--- config.mk ---
export PLATFORM = sky130hd
export DESIGN_NAME = bcd_calendar_clock
export DESIGN_NICKNAME = d
export VERILOG_FILES = /design/src/hdl/bcc_pkg.sv /design/src/hdl/bcc_update.sv /design/src/hdl/bcc_result_fmt.sv /design/src/hdl/bcd_calendar_clock.sv
export VERILOG_INCLUDE_DIRS = /design/src /design/src/hdl
export SDC_FILE = /design/constraint.sdc
export NUM_CORES = 1
export LEC_CHECK = 0
export ABC_CLOCK_PERIOD_IN_PS = 14100
export BUFFER_PORTS_ARGS = -buffer_cell sky130_fd_sc_hd__buf_2
export CELL_PAD_IN_SITES_DETAIL_PLACEMENT = 1
export CELL_PAD_IN_SITES_GLOBAL_PLACEMENT = 1
export CORE_UTILIZATION = 45
export CTS_CLUSTER_DIAMETER = 120
export DETAILED_ROUTE_END_ITERATION = 16
export PLACE_DENSITY_LB_ADDON = 0.1
export SYNTH_ARGS = -nofsm -noshare
export SYNTH_HDL_FRONTEND = slang
export SYNTH_SLANG_ARGS = --single-unit
--- constraint.sdc ---
create_clock -name i_clk -period 14.1 [get_ports i_clk]
set_input_delay 1.41 -clock i_clk [delete_from_list [all_inputs] [get_ports i_clk]]
set_output_delay 1.41 -clock i_clk [all_outputs]
set_load 0.01 [all_outputs]
--- src/hdl/assert_macros.svh ---
// Assertion macros shared by the calendar clock RTL.
`ifndef ASSERT_MACROS_SVH
`define ASSERT_MACROS_SVH
`ifndef SYNTHESIS
// Clocked check, switched off while the synchronous reset is held.
`define ASSERT_CLKD(label, prop, msg) \
    label: assert property (@(posedge i_clk) disable iff (!i_rst_n) prop) else $error(msg);
// Clocked check that also holds during reset.
`define ASSERT_ALWAYS(label, prop, msg) \
    label: assert property (@(posedge i_clk) prop) else $error(msg);
`else
`define ASSERT_CLKD(label, prop, msg)
`define ASSERT_ALWAYS(label, prop, msg)
`endif
`endif

--- src/hdl/bcc_pkg.sv ---
// Types, constants and calendar helper functions for the BCD calendar clock.
package bcc_pkg;

    localparam logic [6:0] C_CENTURY_MAX   = 7'd99;
    localparam logic [6:0] C_YEAR_MAX      = 7'd99;
    localparam logic [3:0] C_MONTH_MAX     = 4'd12;
    localparam logic [4:0] C_HOUR_MAX      = 5'd23;
    localparam logic [5:0] C_MINSEC_MAX    = 6'd59;
    localparam logic [6:0] C_HUNDREDTH_MAX = 7'd99;

    localparam logic [6:0] C_RST_CENTURY = 7'd20;

    typedef enum logic {
        MODE_TICK = 1'b0,
        MODE_LOAD = 1'b1
    } t_mode;

    typedef struct packed {
        logic       mode;
        logic [6:0] load_century;
        logic [6:0] load_year;
        logic [3:0] load_month;
        logic [4:0] load_day;
        logic [4:0] load_hour;
        logic [5:0] load_minute;
        logic [5:0] load_second;
    } t_bcc_in;

    typedef struct packed {
        logic [7:0]  century_bcd;
        logic [7:0]  year_bcd;
        logic [4:0]  month_bcd;
        logic [5:0]  day_bcd;
        logic [5:0]  hour_bcd;
        logic [6:0]  minute_bcd;
        logic [6:0]  second_bcd;
        logic [7:0]  hundredth_bcd;
        logic [63:0] elapsed_ticks;
    } t_bcc_out;

    typedef struct packed {
        logic [6:0]  century_count;
        logic [6:0]  year_count;
        logic [3:0]  month_count;
        logic [4:0]  day_count;
        logic [4:0]  hour_count;
        logic [5:0]  minute_count;
        logic [5:0]  second_count;
        logic [6:0]  hundredth_count;
        logic [63:0] tick_total;
    } t_cal_state;

    // With century and year both below 100, the full year is a multiple of 4
    // exactly when the year is, and of 400 exactly when the year is zero and
    // the century is a multiple of 4.
    function automatic logic is_leap(input logic [6:0] cen, input logic [6:0] yr);
        logic leap;
        if (yr == 7'd0) begin
            leap = (cen[1:0] == 2'd0);
        end else begin
            leap = (yr[1:0] == 2'd0);
        end
        return leap;
    endfunction

    // Length of a month; a month code outside 1 to 12 is taken as January.
    function automatic logic [4:0] days_in(input logic [3:0] mon, input logic leap);
        logic [4:0] len;
        unique case (mon)
            4'd2:                       len = leap ? 5'd29 : 5'd28;
            4'd4, 4'd6, 4'd9, 4'd11:    len = 5'd30;
            default:                    len = 5'd31;
        endcase
        return len;
    endfunction

    // Two packed BCD digits of a value below 100; the tens digit comes from
    // a multiply by the reciprocal of ten.
    function automatic logic [7:0] to_bcd(input logic [6:0] v);
        logic [14:0] prod;
        logic [3:0]  tens;
        logic [6:0]  ones;
        prod = 15'(v) * 15'd205;
        tens = prod[14:11];
        ones = v - (7'(tens) * 7'd10);
        return {tens, ones[3:0]};
    endfunction

endpackage

--- src/hdl/bcc_update.sv ---
// Next calendar state for one request: a load with saturation or a tick with carries.
module bcc_update (
    input  bcc_pkg::t_cal_state i_state,
    input  bcc_pkg::t_bcc_in    i_item,
    input  logic                i_run_enable,
    output bcc_pkg::t_cal_state o_state
);

    logic [6:0] w_cen;
    logic [6:0] w_yr;
    logic [3:0] w_mon;
    logic [4:0] w_day_max;
    logic [4:0] w_dim;
    logic       w_h_wrap;
    logic       w_s_wrap;
    logic       w_m_wrap;
    logic       w_hr_wrap;
    logic       w_d_wrap;
    logic       w_mo_wrap;
    logic       w_y_wrap;

    // Load path: each field saturates; the day is clamped to the loaded month.
    always_comb begin
        w_cen = (i_item.load_century > bcc_pkg::C_CENTURY_MAX) ?
                bcc_pkg::C_CENTURY_MAX : i_item.load_century;
        w_yr  = (i_item.load_year > bcc_pkg::C_YEAR_MAX) ?
                bcc_pkg::C_YEAR_MAX : i_item.load_year;
        if (i_item.load_month == 4'd0) begin
            w_mon = 4'd1;
        end else if (i_item.load_month > bcc_pkg::C_MONTH_MAX) begin
            w_mon = bcc_pkg::C_MONTH_MAX;
        end else begin
            w_mon = i_item.load_month;
        end
        w_day_max = bcc_pkg::days_in(w_mon, bcc_pkg::is_leap(w_cen, w_yr));
    end

    // Tick path: a ripple of wrap conditions from hundredths up to centuries.
    always_comb begin
        w_dim = bcc_pkg::days_in(i_state.month_count,
                                 bcc_pkg::is_leap(i_state.century_count, i_state.year_count));
        w_h_wrap  = (i_state.hundredth_count >= bcc_pkg::C_HUNDREDTH_MAX);
        w_s_wrap  = w_h_wrap && (i_state.second_count >= bcc_pkg::C_MINSEC_MAX);
        w_m_wrap  = w_s_wrap && (i_state.minute_count >= bcc_pkg::C_MINSEC_MAX);
        w_hr_wrap = w_m_wrap && (i_state.hour_count >= bcc_pkg::C_HOUR_MAX);
        w_d_wrap  = w_hr_wrap && (i_state.day_count >= w_dim);
        w_mo_wrap = w_d_wrap && (i_state.month_count >= bcc_pkg::C_MONTH_MAX);
        w_y_wrap  = w_mo_wrap && (i_state.year_count >= bcc_pkg::C_YEAR_MAX);
    end

    always_comb begin
        o_state = i_state;
        if (i_item.mode == bcc_pkg::MODE_LOAD) begin
            o_state.century_count   = w_cen;
            o_state.year_count      = w_yr;
            o_state.month_count     = w_mon;
            if (i_item.load_day == 5'd0) begin
                o_state.day_count = 5'd1;
            end else if (i_item.load_day > w_day_max) begin
                o_state.day_count = w_day_max;
            end else begin
                o_state.day_count = i_item.load_day;
            end
            o_state.hour_count      = (i_item.load_hour > bcc_pkg::C_HOUR_MAX) ?
                                      bcc_pkg::C_HOUR_MAX : i_item.load_hour;
            o_state.minute_count    = (i_item.load_minute > bcc_pkg::C_MINSEC_MAX) ?
                                      bcc_pkg::C_MINSEC_MAX : i_item.load_minute;
            o_state.second_count    = (i_item.load_second > bcc_pkg::C_MINSEC_MAX) ?
                                      bcc_pkg::C_MINSEC_MAX : i_item.load_second;
            o_state.hundredth_count = 7'd0;
        end else if (i_run_enable) begin
            o_state.tick_total      = i_state.tick_total + 64'd1;
            o_state.hundredth_count = w_h_wrap ? 7'd0 : i_state.hundredth_count + 7'd1;
            if (w_h_wrap) begin
                o_state.second_count = w_s_wrap ? 6'd0 : i_state.second_count + 6'd1;
            end
            if (w_s_wrap) begin
                o_state.minute_count = w_m_wrap ? 6'd0 : i_state.minute_count + 6'd1;
            end
            if (w_m_wrap) begin
                o_state.hour_count = w_hr_wrap ? 5'd0 : i_state.hour_count + 5'd1;
            end
            if (w_hr_wrap) begin
                o_state.day_count = w_d_wrap ? 5'd1 : i_state.day_count + 5'd1;
            end
            if (w_d_wrap) begin
                o_state.month_count = w_mo_wrap ? 4'd1 : i_state.month_count + 4'd1;
            end
            if (w_mo_wrap) begin
                o_state.year_count = w_y_wrap ? 7'd0 : i_state.year_count + 7'd1;
            end
            if (w_y_wrap) begin
                o_state.century_count = (i_state.century_count >= bcc_pkg::C_CENTURY_MAX) ?
                                        7'd0 : i_state.century_count + 7'd1;
            end
        end
    end

endmodule

--- src/hdl/bcc_result_fmt.sv ---
// Converts the binary calendar counters into the packed BCD result.
module bcc_result_fmt (
    input  bcc_pkg::t_cal_state i_state,
    output bcc_pkg::t_bcc_out   o_result
);

    logic [7:0] w_month;
    logic [7:0] w_day;
    logic [7:0] w_hour;
    logic [7:0] w_minute;
    logic [7:0] w_second;

    always_comb begin
        w_month  = bcc_pkg::to_bcd(7'(i_state.month_count));
        w_day    = bcc_pkg::to_bcd(7'(i_state.day_count));
        w_hour   = bcc_pkg::to_bcd(7'(i_state.hour_count));
        w_minute = bcc_pkg::to_bcd(7'(i_state.minute_count));
        w_second = bcc_pkg::to_bcd(7'(i_state.second_count));

        o_result.century_bcd   = bcc_pkg::to_bcd(i_state.century_count);
        o_result.year_bcd      = bcc_pkg::to_bcd(i_state.year_count);
        o_result.month_bcd     = w_month[4:0];
        o_result.day_bcd       = w_day[5:0];
        o_result.hour_bcd      = w_hour[5:0];
        o_result.minute_bcd    = w_minute[6:0];
        o_result.second_bcd    = w_second[6:0];
        o_result.hundredth_bcd = bcc_pkg::to_bcd(i_state.hundredth_count);
        o_result.elapsed_ticks = i_state.tick_total;
    end

endmodule

--- src/hdl/bcd_calendar_clock.sv ---
// BCD calendar clock top level: request register, calendar state and result register.
//
// The clock takes one request per cycle while its input is not stalled and returns one
// result per request. A request first lands in the input register; when it can move on
// to a free or emptying result register, the calendar update (a load with
// saturation, or a 10 ms tick carried through seconds, minutes, hours, days of the
// month, months, years and centuries) and the BCD formatting are done in one pass
// and written together into the calendar state and the result register. A stall on
// the output holds both registers; the input register keeps taking requests as
// long as its contents can move on. After reset the calendar reads 1 January of
// century 20, year 0, midnight, with the tick count at zero and ticks enabled.
// run_enable may be written at any time the clock has no request in flight.
`include "assert_macros.svh"

module bcd_calendar_clock (
    input  logic              i_clk,
    input  logic              i_rst_n,
    input  logic              i_in_valid,
    output logic              o_in_stall,
    input  bcc_pkg::t_bcc_in  i_in_item,
    output logic              o_out_valid,
    input  logic              i_out_stall,
    output bcc_pkg::t_bcc_out o_out_result,
    input  logic              i_cfg_valid,
    output logic              o_cfg_ready,
    input  logic              i_cfg_data
);

    logic                r_in_valid;
    bcc_pkg::t_bcc_in    r_in;
    logic                r_out_valid;
    bcc_pkg::t_bcc_out   r_out;
    bcc_pkg::t_cal_state r_state;
    bcc_pkg::t_cal_state n_state;
    bcc_pkg::t_bcc_out   n_out;
    logic                r_run_enable;
    logic                w_accept;
    logic                w_move;

    // A request moves to the result register when that register is free or
    // is being emptied in the same cycle.
    assign w_move      = r_in_valid && (!r_out_valid || !i_out_stall);
    assign o_in_stall  = r_in_valid && !w_move;
    assign w_accept    = i_in_valid && !o_in_stall;
    assign o_out_valid = r_out_valid;
    assign o_out_result = r_out;
    assign o_cfg_ready = 1'b1;

    bcc_update u_update (
        .i_state      (r_state),
        .i_item       (r_in),
        .i_run_enable (r_run_enable),
        .o_state      (n_state)
    );

    bcc_result_fmt u_fmt (
        .i_state  (n_state),
        .o_result (n_out)
    );

    always_ff @(posedge i_clk) begin
        if (!i_rst_n) begin
            r_in_valid   <= 1'b0;
            r_out_valid  <= 1'b0;
            r_run_enable <= 1'b1;
            r_state      <= '{century_count: bcc_pkg::C_RST_CENTURY, year_count: 7'd0,
                              month_count: 4'd1, day_count: 5'd1, hour_count: 5'd0,
                              minute_count: 6'd0, second_count: 6'd0,
                              hundredth_count: 7'd0, tick_total: 64'd0};
        end else begin
            if (i_cfg_valid) begin
                r_run_enable <= i_cfg_data;
            end
            if (w_accept) begin
                r_in_valid <= 1'b1;
            end else if (w_move) begin
                r_in_valid <= 1'b0;
            end
            if (w_move) begin
                r_out_valid <= 1'b1;
                r_state     <= n_state;
            end else if (!i_out_stall) begin
                r_out_valid <= 1'b0;
            end
        end
    end

    always_ff @(posedge i_clk) begin
        if (w_accept) begin
            r_in <= i_in_item;
        end
        if (w_move) begin
            r_out <= n_out;
        end
    end

    `ASSERT_CLKD(a_hundredth_range, (r_state.hundredth_count <= bcc_pkg::C_HUNDREDTH_MAX), "hundredth counter out of range")
    `ASSERT_CLKD(a_day_nonzero, (r_state.day_count != 5'd0), "day counter is zero")
    `ASSERT_CLKD(a_tick_counts, (w_move && (r_in.mode == bcc_pkg::MODE_TICK) && r_run_enable) |=> (r_state.tick_total == $past(r_state.tick_total) + 64'd1), "enabled tick did not advance the tick count")
    `ASSERT_CLKD(a_load_clears, (w_move && (r_in.mode == bcc_pkg::MODE_LOAD)) |=> (r_state.hundredth_count == 7'd0), "load did not clear the hundredths")
    `ASSERT_CLKD(a_stall_holds_state, (!w_move) |=> $stable(r_state), "calendar changed without a request")

endmodule
After elaboration in Yosys (flattened, before gate mapping) --
Cells that the tools add are included. Widths: inputs -> output; s select.
Storage, ports and cells: bits in registers 274, input bits 47, output and inout port bits 122, logic and storage cells 150
Cells by class: $add $sub $neg 17, $mul 16, magnitude comparators 15, equality and inequality tests 11, mux-type cells 37, reduce and logical (&&, ||, !) cells 25
Operator list (number):
- $mux 111 | 1
- $add 64x1->64 const B | 1
- $mux 64 | 1
- $mux 7 | 7
- $mux 47 | 1
- $mul 7x8->15 const B | 3
- $mux 6 | 6
- $mux 5 | 7
- $sub 4x4->4 | 8
- $mul 6x8->14 const B | 2
- $mul 5x8->13 const B | 2
- $add 7x1->7 const B | 3
- $ge 7x7->1 const B | 3
- $pmux 5 s2 | 2
- $eq 4x3->1 const B | 4
- $eq 4x4->1 const B | 4
- $mux 4 | 4
- $gt 7x7->1 const B | 2
- $logic_not 7->1 | 2
- $add 6x1->6 const B | 2
- $ge 6x6->1 const B | 2
- $gt 6x6->1 const B | 2
- $mul 4x3->3 const B | 3
- $mul 4x8->12 const B | 1
- other kinds (22) | 48

Longest topological paths before layout --
depth in word-level cells 15, gate-level depth with buffers 35, mapped depth without buffers 35

By module --
A second synthesis with hierarchy kept.
Second synthesis, totals: cell total of the unflattened synthesis 1836, area, all modules 18796.8 um^2
Modules (own cells, without submodules):
- bcd_calendar_clock | times used 1, cells each 654, area an instance 9359.0 um^2, sequential area each 7086.8 um^2
- bcc_result_fmt | times used 1, cells each 651, area an instance 5967.0 um^2, sequential area each 0.0 um^2
- bcc_update | times used 1, cells each 531, area an instance 3470.8 um^2, sequential area each 0.0 um^2

Worst setup path before layout --
No wires, ideal clock.
kind flip-flop to flip-flop, start register r_state[104] (netlist bit), end register r_out, in the netlist o_out_result[106], data pin, library setup time 0.260 ns, arrival time 6.634 ns, data required time 13.840 ns, setup slack 7.206 ns, cell stages (with the launch flop) 35, buffers on the path 0, clock period less this slack 6.894 ns, cells stage by stage dfxtp_1 > inv_1 > ha_1 > nor3_1 > nand2_1 > nand2_1 > a21oi_1 > ha_1 > nor3b_1 > nor3_4 > nand4_1 > or2_2 > nand2_1 > mux2i_1 > mux2i_1 > inv_1 > ha_1 > inv_1 > fa_1 > inv_1 > ha_1 > inv_1 > fa_1 > inv_1 > ha_1 > a21o_1 > a21o_1 > a211o_1 > a211oi_1 > nor2_1 > a21o_1 > fa_1 > xnor2_1 > xnor2_1 > xnor2_1
RTL lines:
- from (decl) | line bcd_calendar_clock.sv:33 | bcc_pkg::t_cal_state r_state;
- from (signal assigned) | line bcd_calendar_clock.sv:66 | r_state <= '{century_count: bcc_pkg::C_RST_CENTURY, year_count: 7'd0,
- from (signal assigned) | line bcd_calendar_clock.sv:81 | r_state <= n_state;
- to (signal assigned) | line bcd_calendar_clock.sv:93 | r_out <= n_out;
- to (decl) | line bcd_calendar_clock.sv:32 | bcc_pkg::t_bcc_out r_out;

==> impl_results.md <==
* Status: complete, no violations
* Final Instance Area at 0.0207 mm^2
* Die Area at 0.0413 mm^2
* Skew final at 0.0241 ns
* Worst R2R Path Depth at 32
* Slew @ Worst Pin at 1.01 ns
* Rows at 73
* Routed Wire Length at 45000 um
* Worst path slowest cell: a21oi_1
* Num CTS Buffers at 34
* Initial Utilization at 0.458
* FF+latch count, synth at 274
* Critical Path Start: r_state[104]
* Leading area contributor after synthesis: edfxtp_1
* Syn avg cell area at 10.1 um^2
* Most used cell, CP: ha_1
* Worst Hold Depth at 2
* Share of post-route cells with drive strength above 1 at 0.135
* DRC viols at 0
* Main area contributors after synthesis: edfxtp_1 (26%), ha_1 (16%), dfxtp_1 (13%)
* Via density at 5.38
* Post-synth EDFFs at 160
* Yosys warns at 0
* First-pass GRT wire length at 74200 um
* Startpoint types: register
* Port buffer count at 167
* Max-cap check violation count at 0
* CTS tree: done
* Slew Viols, Final at 0
* Worst-case clock buffer depth at 3
* Critical Path AT at 8.14 ns
* Core box area at 0.0398 mm^2
* H-tree depth at 2
* CTS root buffer: clkbuf_16
* Routed WL per cell at 17.8 um
* Most common cell in the synthesized netlist: ha_1
* Largest net degree at the start of global routing at 92
* Layout area overhead at 13.5%
* Final Cycle Share at 0.557
* Syn_nets at 2140
* Worst-Skew Late Latency at 0.55 ns
* Setup Fix Bufs, Post-CTS at 0
* P_leak at 9.17 nW
* Post-DP HPWL at 33600 um
* IO Pins at 169
* Critical R2R Capture: o_out_result[114]
* Grt ovf at 0
* Setup slack after placement at 6.23 ns
* Max stage delay on crit path at 0.57 ns
* Setup TNS at 0 ns
* 1st-iter DRT viols at 473
* Hold_buf cts at 0
* Util after Layout at 0.520
* Chip width at 203 um
* R2r setup slk at 6.25 ns
* Post-route antenna net violation count at 0
* Sequential area share after synthesis at 0.389
* Async SR Flop Fraction at 0
* Sink Count at 274
* Post_cts resized at 0
* Period minus WS final at 7.85 ns
* Worst hold path type: reg2reg
* Total GRT Usage at 0.224
* Initial DRT Pass Iterations at 4
* Post-synthesis cell area at 0.0182 mm^2
* Final layout net count at 2296
* # diodes at 0
* Hold Fails Final Rpt at 0
* Fmax at 127 MHz
* Final worst slack at 6.25 ns
* DR vias at 13600
* Gate count of the mapped netlist at 1814
* Placer Congestion at 0.882
* Hold endpoint: r_state[110]
* Synth cell types at 85
* Die Span Y at 203 um
* Slew Limit Headroom at 0.318
* DP Area at 0.0196 mm^2
* Worst r2r src: r_state[104]
* Share of the synthesized area in the top cell type at 0.263
* Dominant synthesized flop cell: edfxtp_1
* Critical Path Fanout Max at 10
* Most common library cells after synthesis: ha_1 (232), nand2_1 (178), edfxtp_1 (160)
* Antenna violations before repair at 0
* Final hold slack at 0.513 ns
* RSZ-0062 raised after global routing: no
* WS Path Type: reg2reg
* CP Capture Type: register
* Number of global-route vias before repair at 14400
* PwrDens at 112 mW/mm^2
* Hold wc startpoint: r_state[110]
* Critical path required time at 14.39 ns
* Maximum VDD drop at 0.0935 mV
* Setup violations, final at 0
* Clock-pin slew on the worst setup and hold paths at 0.05 ns
## registers in the layout, indices dropped and copies added, names as in the netlist
name	count
r_run_enable	1
r_in_valid	1
r_state	111
r_in	41
o_out_result	119
o_out_valid	1
## per-layer routing
layer,wire length (um),part of all wire,GRT usage
met5,0,0,0
met2,23500,0.52,0.417
met4,1120,0.025,0.0687
met1,18800,0.42,0.260
met3,1520,0.034,0.0391
## worst max-delay path: cells and delay by family, from the launching register on
family,cells,cell delay (ns)
xor+xnor,4,0.91
fa+ha+maj,9,2.98
flops,1,0.47
buf+inv,3,0.20
simple gates,10,1.85
compound gates,6,1.18
## layout by cell type (no fill, tap or decap), types with 9 or more instances in the layout
cell type  synthesis  routed
ha_1             232     232
nand2_1          178     177
buf_2              5     167
edfxtp_1         160     160
inv_1            152     151
dfxtp_1          114     114
nor2_1           112     112
xnor2_1          110     110
and2_1            67      67
o21ai_0           63      63
nand3_1           57      57
xor2_1            56      56
fa_1              47      47
a21oi_1           39      39
nand4_1           38      38
nor3_1            35      35
a21boi_0          35      35
clkbuf_16          0      34
or3_1             27      27
and3_1            22      22
a31oi_1           19      19
a21o_1            19      19
or2_2             15      15
nor3b_1           14      14
nor2b_1           12      11
nand2b_1          10      10
a211oi_1           9       9
buf_4              1       9
## cells by family (layout without fill, tap and decap cells)
family | Yosys count | in the layout | share of synthesized area
buf+inv | 208 | 390 | 0.0438
mux | 7 | 7 | 0.00405
flops | 274 | 274 | 0.389
other cells | 1 | 1 | 0.000206
simple gates | 620 | 620 | 0.173
compound gates | 255 | 255 | 0.0965
fa+ha+maj | 280 | 280 | 0.211
xor+xnor | 169 | 169 | 0.0827
## through the flow
step / instances / total power [mW]
after floorplan: 1814 / 1.31
after global placement: 2459 / 1.44
after detailed placement: 2459 / 1.47
after CTS: 2521 / 2.37
after global routing: 2521 / 2.47
final: 2521 / 2.33
## cell type report
cell class                 instances  area [um^2]
tap                              525          657
clock inverter                    23          235
clock buffer                      39          880
sequential                       274         7090
timing repair buffer             176          903
fill                            4486        19100
multi-input combinational       1332        10400
inverter                         152          576
## how the worst max path moves through the flow
stage | slack, ns | end | depth (start not counted)
floorplan | 7.21 | o_out_result[106] | 34
global placement | 6.54 | o_out_result[114] | 32
detailed placement | 6.23 | o_out_result[114] | 32
CTS | 6.21 | o_out_result[106] | 35
global route | 5.69 | o_out_result[106] | 35
finish | 6.25 | o_out_result[114] | 32
## power breakdown
group / switching [mW] / internal [mW]
sequential: 0.0251 / 0.910
combinational: 0.292 / 0.219
clock: 0.359 / 0.525
total: 0.675 / 1.65
(Power assumes the default switching activity.)
